==> config.mk <==
export PLATFORM = sky130hd
export DESIGN_NAME = qsc_ctrl
export DESIGN_NICKNAME = d
export VERILOG_FILES = /design/src/design/qsc_pkg.sv /design/src/design/qsc_ctrl.sv
export SDC_FILE = /design/constraint.sdc
export NUM_CORES = 1
export LEC_CHECK = 0
export ABC_CLOCK_PERIOD_IN_PS = 5700
export BUFFER_PORTS_ARGS = -buffer_cell sky130_fd_sc_hd__buf_2
export CORE_UTILIZATION = 38
export DETAILED_ROUTE_END_ITERATION = 8
export GPL_ROUTABILITY_DRIVEN = 0
export RECOVER_POWER = 50
export SYNTH_ARGS = -nofsm -noshare
export SYNTH_HDL_FRONTEND = slang
export SYNTH_SLANG_ARGS = --single-unit
==> constraint.sdc <==
create_clock -name aclk -period 5.7 [get_ports aclk]
set_clock_uncertainty 0.1 [all_clocks]
set_input_delay 0.285 -clock aclk [delete_from_list [all_inputs] [get_ports aclk]]
set_output_delay 0.285 -clock aclk [all_outputs]
set_load 0.005 [all_outputs]
==> src/design/qsc_pkg.sv <==
// ----------------------------------------------------------------------------
// Quadrilateral shape classifier package
// Shared widths, codes, command and status types and the CORDIC angle table.
// ----------------------------------------------------------------------------
package qsc_pkg;

    localparam int COORD_BITS   = 12;
    localparam int SIDE_W       = COORD_BITS + 1;
    localparam int PROD_W       = 2 * SIDE_W;
    localparam int DOT_W        = PROD_W + 1;
    localparam int D2_W         = 2 * COORD_BITS + 1;
    localparam int DIM_W        = 13;
    localparam int MIN2_W       = 2 * DIM_W;
    localparam int D2CMP_W      = (D2_W > MIN2_W) ? D2_W : MIN2_W;

    localparam int CORDIC_W     = 44;
    localparam int NORM_BIT     = 40;
    localparam int COARSE_BIT   = 32;
    localparam int COARSE_SHIFT = 8;
    localparam int CORDIC_STEPS = 16;
    localparam int Z_W          = 24;
    localparam int ANG_W        = 15;

    localparam int SQV_W        = D2_W + 16;
    localparam int SQ_TOP       = ((SQV_W - 1) / 2) * 2;
    localparam int SQ_STEPS     = SQ_TOP / 2 + 1;
    localparam int LEN_W        = SQ_STEPS;
    localparam int SUM_W        = LEN_W + 2;
    localparam int LTOL_W       = 14;
    localparam int SCALE_W      = 17;
    localparam int CMP_W        = LEN_W + SCALE_W + 2;

    localparam int ITER_W       = $clog2(((SQ_STEPS > CORDIC_STEPS) ? SQ_STEPS
                                                                    : CORDIC_STEPS) + 1);

    localparam logic [ANG_W-1:0]   Q8_RIGHT   = ANG_W'(23040);
    localparam logic [Z_W-1:0]     Q16_RIGHT  = Z_W'(5898240);
    localparam logic [SCALE_W-1:0] LEN_SCALE  = SCALE_W'(102400);

    localparam int CFG_ADDR_W   = 3;
    localparam int CFG_DATA_W   = 14;
    localparam int S_TDATA_W    = 128;
    localparam int M_TDATA_W    = 24;
    localparam int COUNT_W      = 16;

    // Register indexes
    localparam logic [CFG_ADDR_W-1:0] REG_KEEP_MODE   = 3'd0;
    localparam logic [CFG_ADDR_W-1:0] REG_MIN_SIDE    = 3'd1;
    localparam logic [CFG_ADDR_W-1:0] REG_MAX_SIDE    = 3'd2;
    localparam logic [CFG_ADDR_W-1:0] REG_ANGLE_TOL   = 3'd3;
    localparam logic [CFG_ADDR_W-1:0] REG_LENGTH_TOL  = 3'd4;

    // Keep modes
    localparam logic [1:0] MODE_ANY  = 2'd0;
    localparam logic [1:0] MODE_RECT = 2'd1;

    // Reject causes
    localparam logic [2:0] CAUSE_KEPT     = 3'd0;
    localparam logic [2:0] CAUSE_SIZE     = 3'd1;
    localparam logic [2:0] CAUSE_NO_FIT   = 3'd2;
    localparam logic [2:0] CAUSE_SHORT    = 3'd3;
    localparam logic [2:0] CAUSE_PARALLEL = 3'd4;
    localparam logic [2:0] CAUSE_RIGHT    = 3'd5;
    localparam logic [2:0] CAUSE_UNEQUAL  = 3'd6;

    typedef enum logic [4:0] {
        OP_NONE,
        OP_LOAD,
        OP_SIZE,
        OP_SMUL,
        OP_SSUM,
        OP_AMUL,
        OP_ASUM,
        OP_AINIT,
        OP_NORM,
        OP_CORDIC,
        OP_ASTORE,
        OP_SQINIT,
        OP_SQSTEP,
        OP_SQSTORE,
        OP_LDIFF,
        OP_LMUL,
        OP_FINISH
    } dp_op_t;

    typedef struct packed {
        dp_op_t            op;
        logic [1:0]        idx;
        logic [ITER_W-1:0] iter;
        logic [2:0]        cause;
    } dp_cmd_t;

    typedef struct packed {
        logic       size_bad;
        logic       fit_bad;
        logic       short_side;
        logic       special;
        logic       norm_done;
        logic       par_bad;
        logic       right_bad;
        logic       len_ok;
        logic       out_free;
        logic [1:0] keep_mode;
    } dp_status_t;

    // Arctangent of 2^-i in Q16 degrees.
    function automatic logic signed [Z_W-1:0] atan_q16(input logic [3:0] i);
        logic signed [Z_W-1:0] r;
        case (i)
            4'd0:    r = Z_W'(2949120);
            4'd1:    r = Z_W'(1740967);
            4'd2:    r = Z_W'(919879);
            4'd3:    r = Z_W'(466945);
            4'd4:    r = Z_W'(234379);
            4'd5:    r = Z_W'(117304);
            4'd6:    r = Z_W'(58666);
            4'd7:    r = Z_W'(29335);
            4'd8:    r = Z_W'(14668);
            4'd9:    r = Z_W'(7334);
            4'd10:   r = Z_W'(3667);
            4'd11:   r = Z_W'(1833);
            4'd12:   r = Z_W'(917);
            4'd13:   r = Z_W'(458);
            4'd14:   r = Z_W'(229);
            default: r = Z_W'(115);
        endcase
        return r;
    endfunction

endpackage

==> src/design/qsc_ctrl.sv <==
// ----------------------------------------------------------------------------
// Quadrilateral shape classifier controller
// Sequences the checks of one blob and issues commands to the datapath.
// ----------------------------------------------------------------------------
module qsc_ctrl (
    input  logic                aclk,
    input  logic                aresetn,
    input  logic                s_tvalid,
    output logic                s_tready,
    input  qsc_pkg::dp_status_t status,
    output qsc_pkg::dp_cmd_t    cmd
);
    import qsc_pkg::*;

    localparam logic [1:0] LAST_SIDE  = 2'd3;
    localparam logic [1:0] ANG_FIRST  = 2'd0;
    localparam logic [1:0] ANG_SECOND = 2'd1;
    localparam logic [1:0] ANG_CORNER = 2'd2;

    typedef enum logic [18:0] {
        ST_IDLE    = 19'b0000000000000000001,
        ST_SIZE    = 19'b0000000000000000010,
        ST_SMUL    = 19'b0000000000000000100,
        ST_SSUM    = 19'b0000000000000001000,
        ST_SCHK    = 19'b0000000000000010000,
        ST_AMUL    = 19'b0000000000000100000,
        ST_ASUM    = 19'b0000000000001000000,
        ST_AINIT   = 19'b0000000000010000000,
        ST_NORM    = 19'b0000000000100000000,
        ST_CORDIC  = 19'b0000000001000000000,
        ST_ASTORE  = 19'b0000000010000000000,
        ST_ACHK    = 19'b0000000100000000000,
        ST_SQINIT  = 19'b0000001000000000000,
        ST_SQSTEP  = 19'b0000010000000000000,
        ST_SQSTORE = 19'b0000100000000000000,
        ST_LDIFF   = 19'b0001000000000000000,
        ST_LMUL    = 19'b0010000000000000000,
        ST_LCHK    = 19'b0100000000000000000,
        ST_FINISH  = 19'b1000000000000000000
    } state_t;

    state_t            state_reg, state_next;
    logic [1:0]        idx_reg, idx_next;
    logic [ITER_W-1:0] iter_reg, iter_next;
    logic [2:0]        cause_reg, cause_next;

    always_ff @(posedge aclk) begin
        if (!aresetn) begin
            state_reg <= ST_IDLE;
            idx_reg   <= '0;
            iter_reg  <= '0;
            cause_reg <= CAUSE_KEPT;
        end else begin
            state_reg <= state_next;
            idx_reg   <= idx_next;
            iter_reg  <= iter_next;
            cause_reg <= cause_next;
        end
    end

    assign s_tready = (state_reg == ST_IDLE);

    always_comb begin
        state_next = state_reg;
        idx_next   = idx_reg;
        iter_next  = iter_reg;
        cause_next = cause_reg;
        cmd.op     = OP_NONE;
        cmd.idx    = idx_reg;
        cmd.iter   = iter_reg;
        cmd.cause  = cause_reg;
        case (state_reg)
            ST_IDLE: begin
                if (s_tvalid) begin
                    cmd.op     = OP_LOAD;
                    state_next = ST_SIZE;
                end
            end
            ST_SIZE: begin
                cmd.op = OP_SIZE;
                if (status.size_bad) begin
                    cause_next = CAUSE_SIZE;
                    state_next = ST_FINISH;
                end else if (status.fit_bad) begin
                    cause_next = CAUSE_NO_FIT;
                    state_next = ST_FINISH;
                end else begin
                    idx_next   = '0;
                    state_next = ST_SMUL;
                end
            end
            ST_SMUL: begin
                cmd.op     = OP_SMUL;
                state_next = ST_SSUM;
            end
            ST_SSUM: begin
                cmd.op = OP_SSUM;
                if (idx_reg == LAST_SIDE) begin
                    state_next = ST_SCHK;
                end else begin
                    idx_next   = idx_reg + 2'd1;
                    state_next = ST_SMUL;
                end
            end
            ST_SCHK: begin
                if (status.short_side) begin
                    cause_next = CAUSE_SHORT;
                    state_next = ST_FINISH;
                end else if (status.keep_mode == MODE_ANY) begin
                    cause_next = CAUSE_KEPT;
                    state_next = ST_FINISH;
                end else begin
                    idx_next   = ANG_FIRST;
                    state_next = ST_AMUL;
                end
            end
            ST_AMUL: begin
                cmd.op     = OP_AMUL;
                state_next = ST_ASUM;
            end
            ST_ASUM: begin
                cmd.op     = OP_ASUM;
                state_next = ST_AINIT;
            end
            ST_AINIT: begin
                cmd.op     = OP_AINIT;
                state_next = status.special ? ST_ASTORE : ST_NORM;
            end
            ST_NORM: begin
                cmd.op = OP_NORM;
                if (status.norm_done) begin
                    iter_next  = '0;
                    state_next = ST_CORDIC;
                end
            end
            ST_CORDIC: begin
                cmd.op = OP_CORDIC;
                if (iter_reg == ITER_W'(CORDIC_STEPS - 1)) begin
                    state_next = ST_ASTORE;
                end else begin
                    iter_next = iter_reg + 1'b1;
                end
            end
            ST_ASTORE: begin
                cmd.op = OP_ASTORE;
                if (idx_reg == ANG_FIRST) begin
                    idx_next   = ANG_SECOND;
                    state_next = ST_AMUL;
                end else begin
                    state_next = ST_ACHK;
                end
            end
            ST_ACHK: begin
                if (idx_reg == ANG_SECOND) begin
                    if (status.par_bad) begin
                        cause_next = CAUSE_PARALLEL;
                        state_next = ST_FINISH;
                    end else begin
                        idx_next   = ANG_CORNER;
                        state_next = ST_AMUL;
                    end
                end else if (status.right_bad) begin
                    cause_next = CAUSE_RIGHT;
                    state_next = ST_FINISH;
                end else if (status.keep_mode == MODE_RECT) begin
                    cause_next = CAUSE_KEPT;
                    state_next = ST_FINISH;
                end else begin
                    idx_next   = '0;
                    state_next = ST_SQINIT;
                end
            end
            ST_SQINIT: begin
                cmd.op     = OP_SQINIT;
                iter_next  = '0;
                state_next = ST_SQSTEP;
            end
            ST_SQSTEP: begin
                cmd.op = OP_SQSTEP;
                if (iter_reg == ITER_W'(SQ_STEPS - 1)) begin
                    state_next = ST_SQSTORE;
                end else begin
                    iter_next = iter_reg + 1'b1;
                end
            end
            ST_SQSTORE: begin
                cmd.op = OP_SQSTORE;
                if (idx_reg == LAST_SIDE) begin
                    state_next = ST_LDIFF;
                end else begin
                    idx_next   = idx_reg + 2'd1;
                    state_next = ST_SQINIT;
                end
            end
            ST_LDIFF: begin
                cmd.op     = OP_LDIFF;
                state_next = ST_LMUL;
            end
            ST_LMUL: begin
                cmd.op     = OP_LMUL;
                state_next = ST_LCHK;
            end
            ST_LCHK: begin
                cause_next = status.len_ok ? CAUSE_KEPT : CAUSE_UNEQUAL;
                state_next = ST_FINISH;
            end
            ST_FINISH: begin
                // Wait here while the previous result still sits in the output register.
                if (status.out_free) begin
                    cmd.op     = OP_FINISH;
                    state_next = ST_IDLE;
                end
            end
            default: begin
                state_next = ST_IDLE;
            end
        endcase
    end

endmodule

Word level (Yosys, flattened, before mapping)
Cells that the tools add are included.
- word-level logic and storage cells: 106
- memories kept: 0
- output and inout bits: 16
- register bits after elaboration: 29
- bits in read-only memories: 0
- latch bits: 0
- input port bits: 14
- RAM bits: 0
- eq/ne operators: 44
- magnitude comparators: 0
- bitwise operators: 0
- add/subtract/negate cells: 2
- mux-type cells: 46
- multiply operators: 0
- reductions and logical operators: 10
- shifts and indexed selects: 0
- div/mod/pow operators: 0
- operator list (operator ; count):
    $pmux W19 S19 ; 1
    $mux W19 ; 13
    $pmux W5 S16 ; 1
    $mux W3 ; 9
    $ne A2 B2 Y1 const B ; 13
    $mux W5 ; 5
    $mux W2 ; 10
    $pmux W5 S4 ; 1
    $eq A19 B1 Y1 const B ; 1
    $eq A19 B10 Y1 const B ; 1
    $eq A19 B11 Y1 const B ; 1
    $eq A19 B12 Y1 const B ; 1
    $eq A19 B13 Y1 const B ; 1
    $eq A19 B14 Y1 const B ; 1
    $eq A19 B15 Y1 const B ; 1
    $eq A19 B16 Y1 const B ; 1
    $eq A19 B17 Y1 const B ; 1
    $eq A19 B18 Y1 const B ; 1
    $eq A19 B19 Y1 const B ; 1
    $eq A19 B2 Y1 const B ; 1
    $eq A19 B3 Y1 const B ; 1
    $eq A19 B4 Y1 const B ; 1
    $eq A19 B5 Y1 const B ; 1
    $eq A19 B6 Y1 const B ; 1
    24 further kinds ; 33

Logic depth before layout (Yosys ltp)
Gate-level depths: netlist of run 1.
- depth after elaboration: 5
- mapped depth: 9
- depth with buffers taken out: 9

Worst setup path before layout of run 1
OpenSTA, ideal clock, no wires.
- path type: register -> register
- start: reg state_reg[14]
- end: reg state_reg[0]
- path buffers: 0
- library setup time: 122 ps
- period minus slack after synthesis: 2419 ps
- data required time: 5478 ps
- data arrival time: 2196 ps
- slack: 3281 ps
- cell stages (with the launch flop): 7
- cell sequence: dfxtp_1 -> or4_4 -> nor4_4 -> and4_2 -> nor3_1 -> and4b_1 -> a311o_1
- cells in the longest elaborated chain, start to end: 3
- elaborated cells between the ends (all ways): 26
- classes of those cells: eq/ne (24); mux (1); reduce/logical (1)
- RTL lines (item ; RTL line ; source):
    start, declared ; qsc_ctrl.sv:42 ; state_t state_reg, state_next;
    start signal, assigned ; qsc_ctrl.sv:54 ; state_reg <= state_next;
    $eq A19 B14 Y1 (tied with other cells) ; qsc_ctrl.sv:72 ; case (state_reg)
    $ne A2 B2 Y1 (no source line) ; - ;
    $reduce_and A5 Y1 (no source line) ; - ;
Several ways; a longest one is shown, not always the timed one.
A chain may end at the register's enable or synchronous reset.

==> results of run 1 <==
==> area by class of cell <==
| cell class | instances | area, um^2 | share of cell area |
|---|---|---|---|
| tap | 70 | 87.6 | 0.0387 |
| multi-input combinational | 202 | 1320 | 0.582 |
| clock buffer | 6 | 72.6 | 0.0320 |
| inverter | 16 | 60.1 | 0.0265 |
| timing repair buffer | 29 | 136 | 0.0602 |
| clock inverter | 2 | 10.0 | 0.00442 |
| sequential | 29 | 581 | 0.256 |
==> metal layers <==
layer | up-vias | GRT usage | share of wire
met3 | 14 | 0.0428 | 0.074
met2 | 96 | 0.345 | 0.43
met4 | 0 | 0.107 | 0.027
met1 | 927 | 0.325 | 0.47
met5 | - | 0 | 0
li1 | 1023 | - | -
==> kinds of logic (layout without fill, tap and decap cells) <==
logic type | count (synthesis) | after routing | synth area share
AO/OA/AOI/OAI | 48 | 48 | 0.162
flip-flops | 29 | 29 | 0.285
buffers and inverters | 20 | 53 | 0.0461
AND/OR/NAND/NOR | 143 | 143 | 0.446
multiplexers | 4 | 4 | 0.0197
adder cells (fa/ha/maj) | 6 | 6 | 0.0369
XOR/XNOR | 1 | 1 | 0.00431
==> tightest hold or removal path, delay by kind of cell <==
kind            cells  cell delay [ns]
compound gates      1             0.12
buf+inv             1             0.09
simple gates        1             0.04
==> through the flow <==
step	power (W)	util
after global routing	0.000497	0.441
after CTS	0.000476	0.451
after global placement	0.000310	0.435
after detailed placement	0.000310	0.435
final	0.000474	0.441
after floorplan	0.000281	-
==> cell usage after synthesis (all sizes together), types with 5 or more instances <==
| cell type | n |
|---|---|
| or4 | 9 |
| and3 | 6 |
| and2 | 6 |
| inv | 16 |
| nor4 | 11 |
| ha | 6 |
| nand2 | 17 |
| nand4 | 10 |
| nor3 | 16 |
| o21ai | 11 |
| nand3 | 8 |
| nor2 | 26 |
| a21oi | 9 |
| dfxtp | 29 |
| nor2b | 5 |
==> power breakdown <==
| group | internal, W | switching (W) | leakage [nW] |
|---|---|---|---|
| clock | 0.0000845 | 0.0000847 | 0.0450 |
| combinational | 0.0000332 | 0.0000583 | 0.634 |
| sequential | 0.000207 | 0.00000657 | 0.234 |
| total | 0.000325 | 0.000150 | 0.913 |
==> worst max path at each step <==
stage	slack, ns	cells past startpoint	endpoint
after floorplan	3.28	6	state_reg[0]
after global placement	2.64	6	cmd[12]
after detailed placement	2.78	6	cmd[12]
after CTS	2.43	6	cmd[12]
after global routing	1.84	7	cmd[10]
final	1.98	7	cmd[10]
==> qor.yml, run 1 <==
die_y_um: 75.2
slowest_stage: "nor4b_1"
die_area_um2: 5650
rows: 26
antenna_found_initial: 0
hold_path_end: "state_reg[8]"
relSlewSlack: 0.131
synth.avg_cell_area_um2: 8.11
power_per_cell_area_nw_per_um2: 209
cp-start-kind: "flop"
placed_cell_area_um2: 2230
cts-root-buf: "clkbuf_8"
rr_worst_depth: 5
yosys_warnings: 0
cts.sinks: 29
ff2ff_setup_slack_ns: 2.37
path_common_cell: "nand4_1"
stdcell_count: 354
synth_top_area_frac: 0.285
synth_seq_area_share: 0.285
synth_ff_type: "dfxtp_1"
grt_max_degree: 17
cts_made_buffers: 5
pre_cts_slack_ns: 2.78
grt_first_pass_wirelength_mm: 9.72
coreArea_um2: 5140
synth_cell_types: 64
drive_gt1_frac: 0.162
vdd_ir_drop_max_mv: 0.108
r2r_end: "state_reg[0]"
whs_ns: 0.184
yosys-top-cells-area: "dfxtp_1 29%, nor2_1 4.8%, nor3_1 3.9%"
rsz0062_at_grt: "no"
synth_top_area_cell: "dfxtp_1"
crit_type: "reg -> out"
critical_path_buf_inv_count: 1
synth.cell_area_um2: 2030
drc: 0
max_stage_delay_ns: 0.84
hold_buffers: 0
cts.path.max_buffers: 2
syn-num-nets: 271
wirelength_mm: 5.93
cts.clk_slew.worst_paths_ns: 0.06
tritoncts: "yes"
yosys_register_bits: 29
max_freq_mhz: 269
most-common-layout-cells: "29 x dfxtp_1, 26 x nor2_1, 22 x buf_2, 17 x nand2_1"
leakagePower_nw: 0.913
placed_cells: 346
ioPinCount: 30
insertion_delay_ns: 0.29
dp_hpwl_mm: 4.47
slew_viol_final: 0
min_path_cells: 3
status: "complete, no violations"
final_area_um2: 2260
hold_violations: 0
vias: 2060
postCtsSetupBuffers: 0
dieWidth_um: 75.2
syn_to_final_growth_pct: 11.3
cts_resized: 0
crit_chain: "nor4_1, nand4_1, nor4b_1, a311oi_1, nand4_1, a21o_1, buf_2"
setup.worst_path.start: "state_reg[4]"
num_antenna_cells: 0
htreeDepth: 2
cp_top_family: "simple AND/OR/NAND/NOR gates"
regToRegStartpoint: "state_reg[4]"
first_iter_violations: 175
drv_cap: 0
final_nets: 303
syn_inst: 251
min-delay-start: "status[7]"
drtAntennaViolNets: 0
drt_first_pass_iters: 4
start_util: 0.396
required_ns: 5.32
viasPerCell: 5.82
layout_commonest_cell: "dfxtp_1"
final.period_utilization: 0.652
finalCriticalPeriod_ns: 3.72
grt_remaining_overflow: 0
final-setup-viol-count: 0
critical_path_arrival_ns: 3.33
tns_ns: 0
tightestPinTransition_ns: 1.29
grt_pass1_vias: 1929
synth_enable_flop_cells: 0
port_buffers: 29
n_fill_cell: 548
min_path_type: "in -> reg"
largest_register_ff_count: 19
end_kind: "output port"
synthArstFlopShare: 0
crit_fanout: 8
setup_slack_ns: 1.98
wl_per_cell_um: 16.8
grt.total_usage: 0.232
Power figures use the tool's default switching activity.
==> run 2, diff against run 1 <==
Settings changed: ABC_CLOCK_PERIOD_IN_PS 5700 to 3350.
Clock period 5.7 ns to 3.35 ns, I/O delays scaled along.
==> run 2 against run 1 <==
Compared with the run above:
- register-to-register slack worse by 2.0 ns
- flip-flop and latch count unchanged
- final cell count up 0.28%
- via count rose by 3.2%
- critical path depth is 1 lower
- global-route usage decreased by 0.56 points
- sequential power rose by 71%
==> qor.yml, run 2 (same netlist as run 1, synthesis figures left out) <==
status: "complete, no violations"
drt_first_pass_iters: 5  # +1
grt_pass1_vias: 1929  # unchanged
min_path_cells: 3  # unchanged
grt_first_pass_wirelength_mm: 9.44  # -2.9%
utilization: 0.447  # +0.00682
final-setup-viol-count: 0  # unchanged
wirelength_mm: 5.90  # -0.46%
p_comb_frac: 0.196  # +0.003
htreeDepth: 2  # unchanged
antenna_found_initial: 0  # unchanged
num_antenna_cells: 0  # unchanged
leakagePower_nw: 0.927  # +1.6%
placed_cell_area_um2: 2250  # +0.67%
dieWidth_um: 75.2  # unchanged
power_per_cell_area_nw_per_um2: 358  # +71%
layout_commonest_cell: "dfxtp_1"
most-common-layout-cells: "29 x dfxtp_1, 26 x nor2_1, 23 x buf_2, 17 x nand2_1"
hold_path_end: "state_reg[8]"
first_iter_violations: 221  # +26%
slew_viol_final: 0  # unchanged
slowest_stage: "nor4_4"
drc: 0  # unchanged
max_stage_delay_ns: 0.60  # -0.24 ns
final_nets: 305  # +0.66%
largest_register_ff_count: 19  # unchanged
tns_ns: 0  # unchanged
start_util: 0.396  # unchanged
final.period_utilization: 0.895
r2r_end: "iter_reg[3]"
drtAntennaViolNets: 0  # unchanged
ioPinCount: 30  # unchanged
max_freq_mhz: 333
rsz0062_at_grt: "no"
viasPerCell: 5.99  # +2.9%
cts.sinks: 29  # unchanged
whs_ns: 0.0747  # -0.109 ns
grt.total_usage: 0.227  # -0.00560
cp_top_family: "simple AND/OR/NAND/NOR gates"
ff2ff_setup_slack_ns: 0.38  # -1.99 ns
p_clk_frac: 0.361  # +0.004
cts.clk_slew.worst_paths_ns: 0.06  # about the same
coreArea_um2: 5140  # unchanged
insertion_delay_ns: 0.28  # about the same
tritoncts: "yes"
p_seq_frac: 0.443  # -0.007
grt_max_degree: 17  # unchanged
rows: 26  # unchanged
regToRegStartpoint: "state_reg[0]"
vias: 2126  # +3.2%
port_buffers: 29  # unchanged
power.total_w: 0.000824  # +74%
dp_hpwl_mm: 4.49  # +0.52%
critical_path_buf_inv_count: 1  # unchanged
tightestPinTransition_ns: 0.899  # -0.393 ns
vdd_ir_drop_max_mv: 0.146  # +35%
drive_gt1_frac: 0.175  # +0.0135
grt_remaining_overflow: 0  # unchanged
die_area_um2: 5650  # unchanged
relSlewSlack: 0.395  # +0.264
crit_type: "reg -> out"
min_path_type: "in -> reg"
cts-root-buf: "clkbuf_8"
hold_violations: 0  # unchanged
p_int_w: 0.000577  # +78%
cts.path.max_buffers: 2  # unchanged
rr_worst_depth: 6  # +1
swShare: 0.300  # -0.0158
final_area_um2: 2300  # +1.5%
cp-start-kind: "flop"
die_y_um: 75.2  # unchanged
drv_cap: 0  # unchanged
finalCriticalPeriod_ns: 3.00
hold_buffers: 0  # unchanged
required_ns: 3.08  # -2.24 ns
syn_to_final_growth_pct: 13.0
n_fill_cell: 580  # +5.8%
crit_chain: "nor4_4, nand4_1, nor4b_2, and4b_2, nand2b_1, buf_2"
critical_path_arrival_ns: 2.73  # -0.60 ns
crit_fanout: 10  # +2
cts_made_buffers: 5  # unchanged
wl_per_cell_um: 16.6  # -0.74%
min-delay-start: "status[7]"
end_kind: "output port"
p_sw_w: 0.000247  # +65%
run 2: changes by cell type in the layout (fill, tap and decap cells not counted), sizes merged:
| cell | before | now |
|---|---|---|
| buf | 22 | 24 |
| clkinv | 2 | 0 |
| clkbuf | 13 | 14 |
run 2: area by class of cell:
class	count	area, um^2	share of cell area
inverter	16	60.1	0.0261
tap	70	87.6	0.0381
multi-input combinational	202	1340	0.581
clock buffer	7	86.3	0.0375
timing repair buffer	31	149	0.0647
sequential	29	581	0.252
run 2: through the flow:
step | setup WS, ns | cells
after detailed placement | 0.407 | 348
after global routing | 0.211 | 355
after CTS | 0.161 | 355
after global placement | 0.411 | 348
after floorplan | 0.931 | 251
final | 0.351 | 355
run 2: power by group through the flow:
| stage | Sequential, W | Combinational, W | Clock (W) |
|---|---|---|---|
| after floorplan | 0.000369 | 0.000109 | 0 |
| after global placement | 0.000372 | 0.000165 | 0 |
| after detailed placement | 0.000373 | 0.000165 | 0 |
| after CTS | 0.000365 | 0.000165 | 0.000305 |
| after global routing | 0.000365 | 0.000179 | 0.000319 |
| final | 0.000365 | 0.000162 | 0.000298 |
run 2: layer usage:
| metal | wire length (um) | share of wire | GRT usage |
|---|---|---|---|
| met1 | 2730 | 0.46 | 0.306 |
| met2 | 2620 | 0.44 | 0.348 |
| met3 | 393 | 0.067 | 0.0482 |
| met4 | 152 | 0.026 | 0.101 |
| met5 | 0 | 0 | 0 |
run 2: tightest hold or removal path: stages:
cell and delay [ns]:
buf_2 0.09, o32a_1 0.12, nor2_1 0.04
run 2: timing repair:
item                                    in CTS  in global routing
gates resized for setup                      0                  1
setup buffers                                0                  0
endpoints found under the setup margin       0                  2
run 2: how the worst max path moves through the flow:
stage / startpoint / end / slack [ns] / cells after the start
2_1_floorplan: state_reg[14] / state_reg[0] / 0.93 / 6
3_3_place_gp: state_reg[4] / state_reg[0] / 0.41 / 5
3_5_place_dp: state_reg[0] / state_reg[0] / 0.41 / 5
4_1_cts: state_reg[0] / cmd[12] / 0.16 / 6
5_1_grt: state_reg[0] / cmd[12] / 0.21 / 6
6_report: state_reg[0] / cmd[12] / 0.35 / 6
==> run 3, diff against run 2 <==
Settings changed: PLACE_DENSITY from default to 0.69, REMOVE_ABC_BUFFERS from default to 1.
==> run 3 against run 2 <==
Compared with the run above:
- first-iteration DRC count decreased by 18%
- die area stayed put
- final cell count is the same
- register-to-register slack gained 0.02 ns
- critical path type unchanged
- largest power group unchanged
==> qor.yml, run 3 (same netlist as run 1, synthesis figures left out) <==
status: "complete, no violations"
max_freq_mhz: 328  # -1.5%
power_per_cell_area_nw_per_um2: 350  # -2.3%
cts.sinks: 29  # unchanged
die_area_um2: 5650  # unchanged
num_antenna_cells: 0  # unchanged
cts.clk_slew.worst_paths_ns: 0.06  # about the same
relSlewSlack: 0.337  # -0.0587
utilization: 0.447  # about the same
crit_type: "reg -> out"
rows: 26  # unchanged
grt.total_usage: 0.212  # -0.0142
insertion_delay_ns: 0.29  # about the same
final-setup-viol-count: 0  # unchanged
drv_cap: 0  # unchanged
rsz0062_at_grt: "no"
critical_path_arrival_ns: 2.78  # +0.05 ns
vdd_ir_drop_max_mv: 0.159  # +8.9%
vias: 2122  # -0.19%
cts_made_buffers: 5  # unchanged
drive_gt1_frac: 0.182  # +0.00702
cp-start-kind: "flop"
cts-root-buf: "clkbuf_8"
layout_commonest_cell: "dfxtp_1"
min_path_cells: 3  # unchanged
ioPinCount: 30  # unchanged
tightestPinTransition_ns: 0.986  # +0.0873 ns
wl_per_cell_um: 16.0  # -3.5%
finalCriticalPeriod_ns: 3.04  # +0.0462 ns
grt_pass1_vias: 1794  # -7.0%
tns_ns: 0  # unchanged
grt_remaining_overflow: 0  # unchanged
port_buffers: 29  # unchanged
dp_hpwl_mm: 4.35  # -3.1%
final.period_utilization: 0.909  # +0.0138
viasPerCell: 5.98  # -0.19%
grt_first_pass_wirelength_mm: 8.92  # -5.5%
wirelength_mm: 5.69  # -3.5%
htreeDepth: 2  # unchanged
rr_worst_depth: 6  # unchanged
largest_register_ff_count: 19  # unchanged
first_iter_violations: 181  # -18%
r2r_end: "iter_reg[3]"
start_util: 0.396  # unchanged
ff2ff_setup_slack_ns: 0.40  # +0.02 ns
antenna_found_initial: 0  # unchanged
drt_first_pass_iters: 5  # unchanged
drc: 0  # unchanged
most-common-layout-cells: "29 x dfxtp_1, 26 x nor2_1, 23 x buf_2, 17 x nand2_1"
tritoncts: "yes"
grt_max_degree: 17  # unchanged
syn_to_final_growth_pct: 13.0  # about the same
end_kind: "output port"
hold_violations: 0  # unchanged
required_ns: 3.08  # about the same
dieWidth_um: 75.2  # unchanged
coreArea_um2: 5140  # unchanged
regToRegStartpoint: "state_reg[4]"
leakagePower_nw: 0.930  # +0.29%
cts.path.max_buffers: 2  # unchanged
min-delay-start: "status[7]"
die_y_um: 75.2  # unchanged
hold_buffers: 0  # unchanged
drtAntennaViolNets: 0  # unchanged
crit_fanout: 8  # -2
final_nets: 304  # -0.33%
slew_viol_final: 0  # unchanged
hold_path_end: "state_reg[8]"
min_path_type: "in -> reg"
run 3: report_power, final:
part | leakage, nW | internal [W] | switching (W)
sequential | 0.234 | 0.000352 | 0.0000114
clock | 0.0450 | 0.000144 | 0.000139
combinational | 0.651 | 0.0000619 | 0.0000972
run 3: per-stage QoR:
step / instance area, um^2 / hold WS, ns / total power (W) / std cells / setup slack, ns
floorplan: 2000 / 0.181 / 0.000477 / 247 / 0.931
global placement: 2240 / 0.342 / 0.000531 / 347 / 0.560
detailed placement: 2240 / 0.361 / 0.000532 / 347 / 0.502
CTS: 2320 / 0.0597 / 0.000812 / 355 / 0.220
global route: 2300 / 0.0713 / 0.000842 / 355 / 0.220
finish: 2300 / 0.0587 / 0.000805 / 355 / 0.305
run 3: layout make-up:
| class | count | area [um^2] |
|---|---|---|
| multi-input cells | 202 | 1340 |
| clock inverters | 2 | 10.0 |
| inverters | 16 | 60.1 |
| repair buffers | 30 | 145 |
| clock buffers | 6 | 72.6 |
| well taps | 70 | 87.6 |
| flip-flops and latches | 29 | 581 |
| fillers | 536 | 2840 |
run 3: how the worst max path moves through the flow:
stage | to | start | cells after the start
after floorplan | state_reg[0] | state_reg[14] | 6
after global placement | state_reg[0] | state_reg[0] | 5
after detailed placement | iter_reg[3] | state_reg[4] | 6
after CTS | cmd[12] | state_reg[4] | 6
after global routing | cmd[10] | state_reg[4] | 7
final | cmd[12] | state_reg[4] | 6
run 3: repair_timing:
action                                 in CTS  in global routing
endpoints found under the hold margin       0                  0
resized for setup                           0                  1
buffers inserted                            0                  0
setup endpoints to repair                   0                  1
run 3: metal layers:
layer | track usage | wire, um | up-vias
met4 | 0.0885 | 152 | 0
met5 | 0 | 0 | -
li1 | - | - | 1028
met3 | 0.0428 | 399 | 15
met2 | 0.324 | 2530 | 95
met1 | 0.293 | 2610 | 984
run 3: worst max-delay path: stages, from the launching register on:
cell and delay (ns):
dfxtp_1 0.35, nor4_2 0.63, nand4_1 0.49, nor4b_2 0.51, and4b_2 0.30, nand2b_1 0.09, buf_2 0.11
